### src/hdl/msw_pkg.sv
// Shared types, codes and constants of the multi-slot software watchdog.
`default_nettype none

package msw_pkg;

  // Default number of slots in the table
  localparam int unsigned MAX_SLOTS_DEF = 16;

  // Field widths
  localparam int unsigned OP_W       = 3;
  localparam int unsigned ID_W       = 8;
  localparam int unsigned TIME_W     = 32;
  localparam int unsigned STATUS_W   = 2;
  localparam int unsigned COUNT_W    = 5;
  localparam int unsigned TIMEOUT_W  = 16;
  localparam int unsigned CFG_IDX_W  = 1;
  localparam int unsigned CFG_DATA_W = 16;

  // Opcodes
  localparam logic [OP_W-1:0] OP_REQUEST = 3'd0;
  localparam logic [OP_W-1:0] OP_ENABLE  = 3'd1;
  localparam logic [OP_W-1:0] OP_DISABLE = 3'd2;
  localparam logic [OP_W-1:0] OP_KICK    = 3'd3;
  localparam logic [OP_W-1:0] OP_CHECK   = 3'd4;

  // Result status codes
  localparam logic [STATUS_W-1:0] STATUS_OK    = 2'd0;
  localparam logic [STATUS_W-1:0] STATUS_RANGE = 2'd1;
  localparam logic [STATUS_W-1:0] STATUS_FULL  = 2'd2;

  // Slot id that means "none"
  localparam logic [ID_W-1:0] NO_SLOT = 8'hFF;

  // Configuration register indexes
  localparam logic [CFG_IDX_W-1:0] CFG_SLOT_COUNT = 1'b0;
  localparam logic [CFG_IDX_W-1:0] CFG_TIMEOUT    = 1'b1;

  // Configuration reset values
  localparam logic [COUNT_W-1:0]   SLOT_COUNT_RST = 5'd16;
  localparam logic [TIMEOUT_W-1:0] TIMEOUT_RST    = 16'd1000;

  // Slot mode
  typedef enum logic [1:0] {
    MODE_FREE     = 2'd0,
    MODE_DISABLED = 2'd1,
    MODE_ENABLED  = 2'd2
  } mode_e;

  // One entry of the slot table
  typedef struct packed {
    mode_e             mode;
    logic [TIME_W-1:0] stamp;
  } slot_entry_t;

  // Sequencer states
  typedef enum logic [1:0] {
    S_IDLE,
    S_SCAN,
    S_LOOKUP,
    S_UPDATE
  } fsm_state_e;

endpackage

`default_nettype wire

### src/hdl/msw_slot_ram.sv
// Slot table memory: one write and one registered read port, per-entry valid bits.
`default_nettype none

module msw_slot_ram #(
  parameter int unsigned DEPTH = msw_pkg::MAX_SLOTS_DEF,
  localparam int unsigned IW = (DEPTH > 1) ? $clog2(DEPTH) : 1
) (
  input  wire logic                 clk_i,
  input  wire logic                 rst_ni,
  input  wire logic                 we_i,
  input  wire logic [IW-1:0]        waddr_i,
  input  wire msw_pkg::slot_entry_t wdata_i,
  input  wire logic [IW-1:0]        raddr_i,
  output msw_pkg::slot_entry_t      rdata_o
);
  import msw_pkg::*;

  slot_entry_t      mem_q [DEPTH];
  slot_entry_t      rd_q;
  logic [DEPTH-1:0] valid_q;
  logic             rd_vld_q;

  // Write and read the storage array
  always_ff @(posedge clk_i) begin
    if (we_i) begin
      mem_q[waddr_i] <= wdata_i;
    end
    rd_q <= mem_q[raddr_i];
  end

  // Track written entries; an unwritten entry reads as free with a zero stamp
  always_ff @(posedge clk_i or negedge rst_ni) begin
    if (!rst_ni) begin
      valid_q  <= '0;
      rd_vld_q <= 1'b0;
    end else begin
      if (we_i) begin
        valid_q[waddr_i] <= 1'b1;
      end
      rd_vld_q <= valid_q[raddr_i];
    end
  end

  assign rdata_o = rd_vld_q ? rd_q : '0;

endmodule

`default_nettype wire

### src/hdl/msw_ctrl.sv
// Sequencer with the shared elapsed-time subtract and compare unit.
`default_nettype none

module msw_ctrl #(
  parameter int unsigned MAX_SLOTS = msw_pkg::MAX_SLOTS_DEF,
  localparam int unsigned IW = (MAX_SLOTS > 1) ? $clog2(MAX_SLOTS) : 1
) (
  input  wire logic                             clk_i,
  input  wire logic                             rst_ni,
  input  wire logic                             start,
  input  wire logic [msw_pkg::OP_W-1:0]         opcode_i,
  input  wire logic [msw_pkg::ID_W-1:0]         slot_id_i,
  input  wire logic [msw_pkg::TIME_W-1:0]       now_ms_i,
  input  wire logic [msw_pkg::COUNT_W-1:0]      slot_count_i,
  input  wire logic [msw_pkg::TIMEOUT_W-1:0]    timeout_ms_i,
  output logic                                  busy,
  output logic                                  done_o,
  output logic [msw_pkg::ID_W-1:0]              result_slot_o,
  output logic [msw_pkg::STATUS_W-1:0]          status_o,
  output logic                                  ram_we_o,
  output logic [IW-1:0]                         ram_waddr_o,
  output msw_pkg::slot_entry_t                  ram_wdata_o,
  output logic [IW-1:0]                         ram_raddr_o,
  input  wire msw_pkg::slot_entry_t             ram_rdata_i
);
  import msw_pkg::*;

  localparam int unsigned CW = $clog2(MAX_SLOTS + 1);

  fsm_state_e          state_q, state_d;
  logic [OP_W-1:0]     op_q, op_d;
  logic [ID_W-1:0]     id_q, id_d;
  logic [TIME_W-1:0]   now_q, now_d;
  logic [CW-1:0]       n_q, n_d;
  logic [CW-1:0]       rd_idx_q, rd_idx_d;
  logic                ev_vld_q, ev_vld_d;
  logic [IW-1:0]       ev_idx_q, ev_idx_d;
  logic                hit_q, hit_d;
  logic [IW-1:0]       hit_idx_q, hit_idx_d;
  logic [ID_W-1:0]     res_q, res_d;
  logic [STATUS_W-1:0] st_q, st_d;
  logic                done_q, done_d;

  logic [8:0]          count_ext;
  logic [8:0]          n_ext;
  logic                id_out_of_range;
  logic                issue;
  logic [TIME_W-1:0]   elapsed;
  logic                timed_out;

  // Effective slot count, capped at the table depth
  assign count_ext       = 9'(slot_count_i);
  assign n_ext           = (count_ext > 9'(MAX_SLOTS)) ? 9'(MAX_SLOTS) : count_ext;
  assign id_out_of_range = ({1'b0, slot_id_i} >= n_ext);

  // Shared unit: wrapping elapsed time and timeout compare
  assign elapsed   = now_q - ram_rdata_i.stamp;
  assign timed_out = (elapsed > TIME_W'(timeout_ms_i));

  assign issue = (rd_idx_q < n_q);

  // Next state and memory control
  always_comb begin
    state_d     = state_q;
    op_d        = op_q;
    id_d        = id_q;
    now_d       = now_q;
    n_d         = n_q;
    rd_idx_d    = rd_idx_q;
    ev_vld_d    = 1'b0;
    ev_idx_d    = ev_idx_q;
    hit_d       = hit_q;
    hit_idx_d   = hit_idx_q;
    res_d       = res_q;
    st_d        = st_q;
    done_d      = 1'b0;
    ram_we_o    = 1'b0;
    ram_waddr_o = ev_idx_q;
    ram_wdata_o = ram_rdata_i;
    ram_raddr_o = '0;

    unique case (state_q)
      S_IDLE: begin
        if (start) begin
          op_d     = opcode_i;
          id_d     = slot_id_i;
          now_d    = now_ms_i;
          n_d      = CW'(n_ext);
          rd_idx_d = '0;
          hit_d    = 1'b0;
          res_d    = NO_SLOT;
          st_d     = STATUS_OK;
          priority if (opcode_i == OP_REQUEST || opcode_i == OP_CHECK) begin
            state_d = S_SCAN;
          end else if (opcode_i == OP_ENABLE || opcode_i == OP_DISABLE ||
                       opcode_i == OP_KICK) begin
            if (id_out_of_range) begin
              st_d   = STATUS_RANGE;
              done_d = 1'b1;
            end else begin
              state_d = S_LOOKUP;
            end
          end else begin
            // Unused opcode: answer at once
            done_d = 1'b1;
          end
        end
      end

      S_SCAN: begin
        // Issue the next slot read
        if (issue) begin
          ram_raddr_o = rd_idx_q[IW-1:0];
          rd_idx_d    = rd_idx_q + 1'b1;
          ev_vld_d    = 1'b1;
          ev_idx_d    = rd_idx_q[IW-1:0];
        end
        // Evaluate the slot read in the previous cycle
        if (ev_vld_q) begin
          if (op_q == OP_REQUEST) begin
            if (ram_rdata_i.mode == MODE_FREE) begin
              ram_we_o          = 1'b1;
              ram_waddr_o       = ev_idx_q;
              ram_wdata_o.mode  = MODE_DISABLED;
              ram_wdata_o.stamp = now_q;
              res_d             = ID_W'(ev_idx_q);
              st_d              = STATUS_OK;
              done_d            = 1'b1;
              ev_vld_d          = 1'b0;
              state_d           = S_IDLE;
            end
          end else if (ram_rdata_i.mode == MODE_ENABLED && timed_out) begin
            hit_d     = 1'b1;
            hit_idx_d = ev_idx_q;
          end
        end else if (!issue) begin
          // Scan exhausted
          done_d  = 1'b1;
          state_d = S_IDLE;
          if (op_q == OP_REQUEST) begin
            res_d = NO_SLOT;
            st_d  = STATUS_FULL;
          end else begin
            res_d = hit_q ? ID_W'(hit_idx_q) : NO_SLOT;
            st_d  = STATUS_OK;
          end
        end
      end

      S_LOOKUP: begin
        ram_raddr_o = id_q[IW-1:0];
        state_d     = S_UPDATE;
      end

      S_UPDATE: begin
        // Modify the looked-up entry and write it back
        ram_we_o    = 1'b1;
        ram_waddr_o = id_q[IW-1:0];
        priority if (op_q == OP_ENABLE) begin
          ram_wdata_o.mode = MODE_ENABLED;
        end else if (op_q == OP_DISABLE) begin
          ram_wdata_o.mode = MODE_DISABLED;
        end else begin
          ram_wdata_o.stamp = now_q;
        end
        done_d  = 1'b1;
        state_d = S_IDLE;
      end

      default: begin
        state_d = S_IDLE;
      end
    endcase
  end

  // Hold control state
  always_ff @(posedge clk_i or negedge rst_ni) begin
    if (!rst_ni) begin
      state_q  <= S_IDLE;
      rd_idx_q <= '0;
      ev_vld_q <= 1'b0;
      hit_q    <= 1'b0;
      done_q   <= 1'b0;
    end else begin
      state_q  <= state_d;
      rd_idx_q <= rd_idx_d;
      ev_vld_q <= ev_vld_d;
      hit_q    <= hit_d;
      done_q   <= done_d;
    end
  end

  // Hold the transaction payload and result
  always_ff @(posedge clk_i) begin
    op_q      <= op_d;
    id_q      <= id_d;
    now_q     <= now_d;
    n_q       <= n_d;
    ev_idx_q  <= ev_idx_d;
    hit_idx_q <= hit_idx_d;
    res_q     <= res_d;
    st_q      <= st_d;
  end

  assign busy          = (state_q != S_IDLE);
  assign done_o        = done_q;
  assign result_slot_o = res_q;
  assign status_o      = st_q;

endmodule

`default_nettype wire

### src/hdl/multi_slot_software_watchdog.sv
// Check and request scan the slots in use; enable, disable and kick read the entry in a
// lookup state and write it back in an update state; out-of-range ids and unused opcodes
// are answered from idle. Throughput: one transaction at a time, busy while the sequencer
// works, walking the slot memory one entry per cycle through its single read port; results cannot stall.
// Reset: all slots free with zero stamps through per-entry valid bits, no clearing
// pass; slot_count resets to 16 and timeout_ms to 1000.
`default_nettype none

module multi_slot_software_watchdog #(
  parameter int unsigned MAX_SLOTS = msw_pkg::MAX_SLOTS_DEF
) (
  input  wire logic                               clk_i,
  input  wire logic                               rst_ni,
  input  wire logic                               start,
  output logic                                    busy,
  input  wire logic [msw_pkg::OP_W-1:0]           opcode_i,
  input  wire logic [msw_pkg::ID_W-1:0]           slot_id_i,
  input  wire logic [msw_pkg::TIME_W-1:0]         now_ms_i,
  output logic                                    done_o,
  output logic [msw_pkg::ID_W-1:0]                result_slot_o,
  output logic [msw_pkg::STATUS_W-1:0]            status_o,
  input  wire logic                               cfg_we_i,
  input  wire logic [msw_pkg::CFG_IDX_W-1:0]      cfg_idx_i,
  input  wire logic [msw_pkg::CFG_DATA_W-1:0]     cfg_data_i
);
  import msw_pkg::*;

  localparam int unsigned IW = (MAX_SLOTS > 1) ? $clog2(MAX_SLOTS) : 1;

  logic [COUNT_W-1:0]   slot_count_q;
  logic [TIMEOUT_W-1:0] timeout_q;

  logic                 ram_we;
  logic [IW-1:0]        ram_waddr;
  slot_entry_t          ram_wdata;
  logic [IW-1:0]        ram_raddr;
  slot_entry_t          ram_rdata;

  // Configuration registers
  always_ff @(posedge clk_i or negedge rst_ni) begin
    if (!rst_ni) begin
      slot_count_q <= SLOT_COUNT_RST;
      timeout_q    <= TIMEOUT_RST;
    end else if (cfg_we_i) begin
      unique case (cfg_idx_i)
        CFG_SLOT_COUNT: slot_count_q <= cfg_data_i[COUNT_W-1:0];
        CFG_TIMEOUT:    timeout_q    <= cfg_data_i[TIMEOUT_W-1:0];
        default: ;
      endcase
    end
  end

  // Sequencer and elapsed-time unit
  msw_ctrl #(
    .MAX_SLOTS (MAX_SLOTS)
  ) u_ctrl (
    .clk_i         (clk_i),
    .rst_ni        (rst_ni),
    .start         (start),
    .opcode_i      (opcode_i),
    .slot_id_i     (slot_id_i),
    .now_ms_i      (now_ms_i),
    .slot_count_i  (slot_count_q),
    .timeout_ms_i  (timeout_q),
    .busy          (busy),
    .done_o        (done_o),
    .result_slot_o (result_slot_o),
    .status_o      (status_o),
    .ram_we_o      (ram_we),
    .ram_waddr_o   (ram_waddr),
    .ram_wdata_o   (ram_wdata),
    .ram_raddr_o   (ram_raddr),
    .ram_rdata_i   (ram_rdata)
  );

  // Slot table
  msw_slot_ram #(
    .DEPTH (MAX_SLOTS)
  ) u_slot_ram (
    .clk_i   (clk_i),
    .rst_ni  (rst_ni),
    .we_i    (ram_we),
    .waddr_i (ram_waddr),
    .wdata_i (ram_wdata),
    .raddr_i (ram_raddr),
    .rdata_o (ram_rdata)
  );

  // An accepted transaction either finishes at once or keeps the block busy
  a_accept_progress: assert property (@(posedge clk_i) disable iff (!rst_ni)
    (start && !busy) |=> (busy || done_o))
    else $error("accepted transaction neither busy nor done");

  // The sequencer is back in idle when a result goes out
  a_done_idle: assert property (@(posedge clk_i) disable iff (!rst_ni)
    done_o |-> !busy)
    else $error("result strobe while still busy");

  // A full table or an out-of-range id never names a slot
  a_fail_no_slot: assert property (@(posedge clk_i) disable iff (!rst_ni)
    (done_o && (status_o == STATUS_FULL || status_o == STATUS_RANGE))
      |-> (result_slot_o == NO_SLOT))
    else $error("failing status with a slot id");

  // A named slot lies inside the slots in use
  a_slot_in_range: assert property (@(posedge clk_i) disable iff (!rst_ni)
    (done_o && result_slot_o != NO_SLOT)
      |-> ((9'(result_slot_o) < 9'(slot_count_q)) && (9'(result_slot_o) < 9'(MAX_SLOTS))))
    else $error("result slot beyond slots in use");

endmodule

`default_nettype wire

### config.mk
export PLATFORM = sky130hd
export DESIGN_NAME = multi_slot_software_watchdog
export DESIGN_NICKNAME = d
export VERILOG_FILES = /design/src/hdl/msw_pkg.sv /design/src/hdl/msw_slot_ram.sv /design/src/hdl/msw_ctrl.sv /design/src/hdl/multi_slot_software_watchdog.sv
export SDC_FILE = /design/constraint.sdc
export NUM_CORES = 1
export LEC_CHECK = 0
export BUFFER_PORTS_ARGS = -buffer_cell sky130_fd_sc_hd__buf_2
export CAP_MARGIN = 40
export CORE_AREA = 4 4 216 218
export CTS_CLUSTER_SIZE = 10
export DETAILED_ROUTE_END_ITERATION = 6
export DIE_AREA = 0 0 220 222
export PLACE_DENSITY_LB_ADDON = 0.3
export SETUP_SLACK_MARGIN = 0.1
export SYNTH_ARGS = -nofsm -noshare
export SYNTH_HDL_FRONTEND = slang
export SYNTH_HIERARCHICAL = 1
export SYNTH_SLANG_ARGS = --single-unit
### constraint.sdc
create_clock -name clk_i -period 10 [get_ports clk_i]
set_clock_uncertainty 0.1 [all_clocks]
set_input_delay 2 -clock clk_i [delete_from_list [all_inputs] [get_ports clk_i]]
set_output_delay 2 -clock clk_i [all_outputs]
set_load 0.01 [all_outputs]
==> flow_summary.ini <==
[timing]
timing.fmax_mhz = 198.2
maxSlewViolCount = 0
rsz0062_at_grt = false
finalCriticalPeriod_ns = 5.045
fin_tns_setup_ns = 0
finalHoldViolCount = 0
post-route-period-util_pct = 50.45
setup_viol = 0
relSlewSlack_pct = 43.16
worst_pin_slew_ns = 0.8526

[grt]
grt_usage_pct = 28.12
grt_pass1_vias = 16110
grt_overflow = 0
grt_max_degree = 64
grt_pass1_wl_um = 101000
grt_antenna_before_repair = 0

[logic_synthesis]
synth_most_common_cell = edfxtp_1
synthTopCellsByCount = edfxtp_1, mux4_2, nand2_1
yosysSeqAreaShare_pct = 69.13
netlist_top_cells_area = edfxtp_1, mux4_2, mux4_1
syn_area_sq_um = 28930
async_flop_share_pct = 7.007
yosysUniqueCellTypes = 80
synth_top_area_share_pct = 62.60
syn_area_per_cell_sq_um = 17.64
syn-instance-count = 1640
synth_top_area_cell = edfxtp_1
synth_seq_cells = 685
synthesis.nets = 1766
synth_edf_count = 603
synth_ff_type = edfxtp_1
ys.warnings.count = 6

[critical_path]
worst-setup-path-type = flip-flop to flip-flop
end_kind = flip-flop
cp.required_ns = 10.22
worstSetupStartpointType = flip-flop
path_max_fanout = 17
arrival_ns = 5.27

[cts]
cts_hold_buf = 0
numCtsBuffers = 79
clkLatencyLatePin_ns = 0.61
cts_tree = yes
cts_setup_buffers = 0
post_cts_resized = 0
htreeDepth = 3
cts.clk_slew.worst_paths_ns = 0.05
clock_sinks = 685
cts_max_path_buffers = 3
root_buffer = clkbuf_16

[run_status]
status = finished, final reports clean

[finish]
n_antenna_cell = 0
synthToLayoutAreaGrowth_pct = 11.76
nNetsFinal = 1878
drive_above_1_share_pct = 20.67
post-route-util_pct = 72.01

[min_path]
worstHoldPathType = flip-flop to flip-flop

[die]
core.rowCount = 78
ioPinCount = 76
start_util_pct = 64.44
die_w_um = 220
core_sq_um = 44890
die_h_um = 222
fp.dieArea_sq_um = 48840

[detailed_routing]
drc_errors = 0
num_vias = 16030
firstDrtPassIters = 6
ant_nets = 0
drtIter0Drc = 1890
finalWirelength_um = 67350
routedWlPerCell_um = 27.96
vias_per_cell = 6.655

[power_and_ir_drop]
leakagePower_nw = 11.15
power_density_nw_per_um2 = 299.0
vdd_drop_max_v = 0.0001926

[flow_run]
cap_violations = 0

[placed_design]
gp_congestion = 0.9257
port_buffers = 75
dpl.hpwl_um = 37090
[power breakdown]
group	switching [mW]	total (mW)	internal, mW	leakage, nW
Clock	1.06	2.58	1.52	1.09
Combinational	1.90	3.08	1.18	3.68
Sequential	0.143	4.01	3.87	6.38
Total	3.10	9.67	6.57	11.1
[placed cells by master (no fill, tap or decap), types with 32 or more instances in the layout]
cell	n
buf_2	75
nor2_1	35
clkbuf_1	51
a21oi_1	49
dfxtp_1	34
buf_4	32
ha_1	61
clkbuf_16	82
nand2_1	79
mux4_2	83
inv_1	73
edfxtp_1	603
dfrtp_1	41
and2_1	36
mux4_1	57
a22oi_1	76
[kinds of logic (layout without fill, tap and decap cells)]
group / count (synthesis) / after routing / synth area share [%]
AO/OA/AOI/OAI: 265 / 265 / 6.622
buffers and inverters: 157 / 326 / 2.954
XOR/XNOR: 25 / 25 / 0.7569
AND/OR/NAND/NOR: 269 / 269 / 4.784
multiplexers: 177 / 177 / 13.04
adder cells (fa/ha/maj): 62 / 62 / 2.708
flip-flops: 685 / 685 / 69.13
[state kept, by name (all words and copies together) (netlist names), 5 cells and up]
register	cells
u_slot_ram/mem_q	544
u_slot_ram/rd_q	34
u_ctrl/now_q	32
timeout_q	16
u_slot_ram/valid_q	16
slot_count_q	5
u_ctrl/n_q	5
u_ctrl/rd_idx_q	5
u_ctrl/result_slot_o	5
[metal layers]
layer,GRT usage (%),routed length [um],up-vias
li1,-,-,6813
met1,40.96,26050,8169
met2,44.01,32480,889
met3,5.372,6799,160
met4,9.015,2015,0
met5,0,0,-
[critical path: stages, from the launching register on]
cell,delay [ns]
dfrtp_1,0.77
and2_1,0.26
inv_1,0.05
ha_1,0.37
a21o_1,0.21
a21oi_1,0.38
a2111oi_4,0.16
o21bai_2,0.27
nand2_1,0.11
xor2_1,0.16
ha_1,0.30
nand4_1,0.16
a211oi_1,0.07
a2111oi_0,0.40
o21ai_0,0.15
a2111oi_0,0.33
and4b_1,0.34
a21oi_1,0.18
[area by class of cell]
class,instances,area [sq um]
clock buffer,133,2243
clock inverter,5,50.05
fill,2647,12560
inverter,75,281.5
multi-input combinational,798,8239
sequential,685,20000
tap,600,750.7
timing repair buffer,113,765.7
[final timing paths]
| kind | to | from | depth (start not counted) | slack (ns) |
|---|---|---|---|---|
| max in group asynchronous | slot_count_q[4]$_DFFE_PN1P_ | rst_ni | 2 | 7.89 |
| worst max register to register | u_ctrl/hit_idx_q[2]$_DFFE_PP_ | u_slot_ram/rd_vld_q$_DFF_PN0_ | 17 | 4.96 |
| worst min register to register | u_slot_ram/valid_q[13]$_DFFE_PN0P_ | u_slot_ram/valid_q[13]$_DFFE_PN0P_ | 1 | 0.36 |
| worst max-delay path | u_ctrl/hit_idx_q[2]$_DFFE_PP_ | u_slot_ram/rd_vld_q$_DFF_PN0_ | 17 | 4.96 |
| min in group asynchronous | u_slot_ram/valid_q[14]$_DFFE_PN0P_ | rst_ni | 1 | 1.29 |
| worst min-delay path | u_slot_ram/valid_q[13]$_DFFE_PN0P_ | u_slot_ram/valid_q[13]$_DFFE_PN0P_ | 1 | 0.36 |
[through the flow]
stage / hold slack [ns] / cells / total power [mW] / worst slack [ns] / cell area, sq um
after floorplan: 0.3300 / 1640 / 6.259 / 5.106 / 28930
after global placement: 0.3455 / 2263 / 6.910 / 4.742 / 29870
after detailed placement: 0.3471 / 2270 / 7.077 / 5.068 / 30030
after CTS: 0.3611 / 2408 / 9.674 / 5.030 / 32320
after global routing: 0.3693 / 2409 / 10.13 / 4.566 / 32330
final: 0.3608 / 2409 / 9.665 / 4.955 / 32330
(Power assumes the default switching activity.)
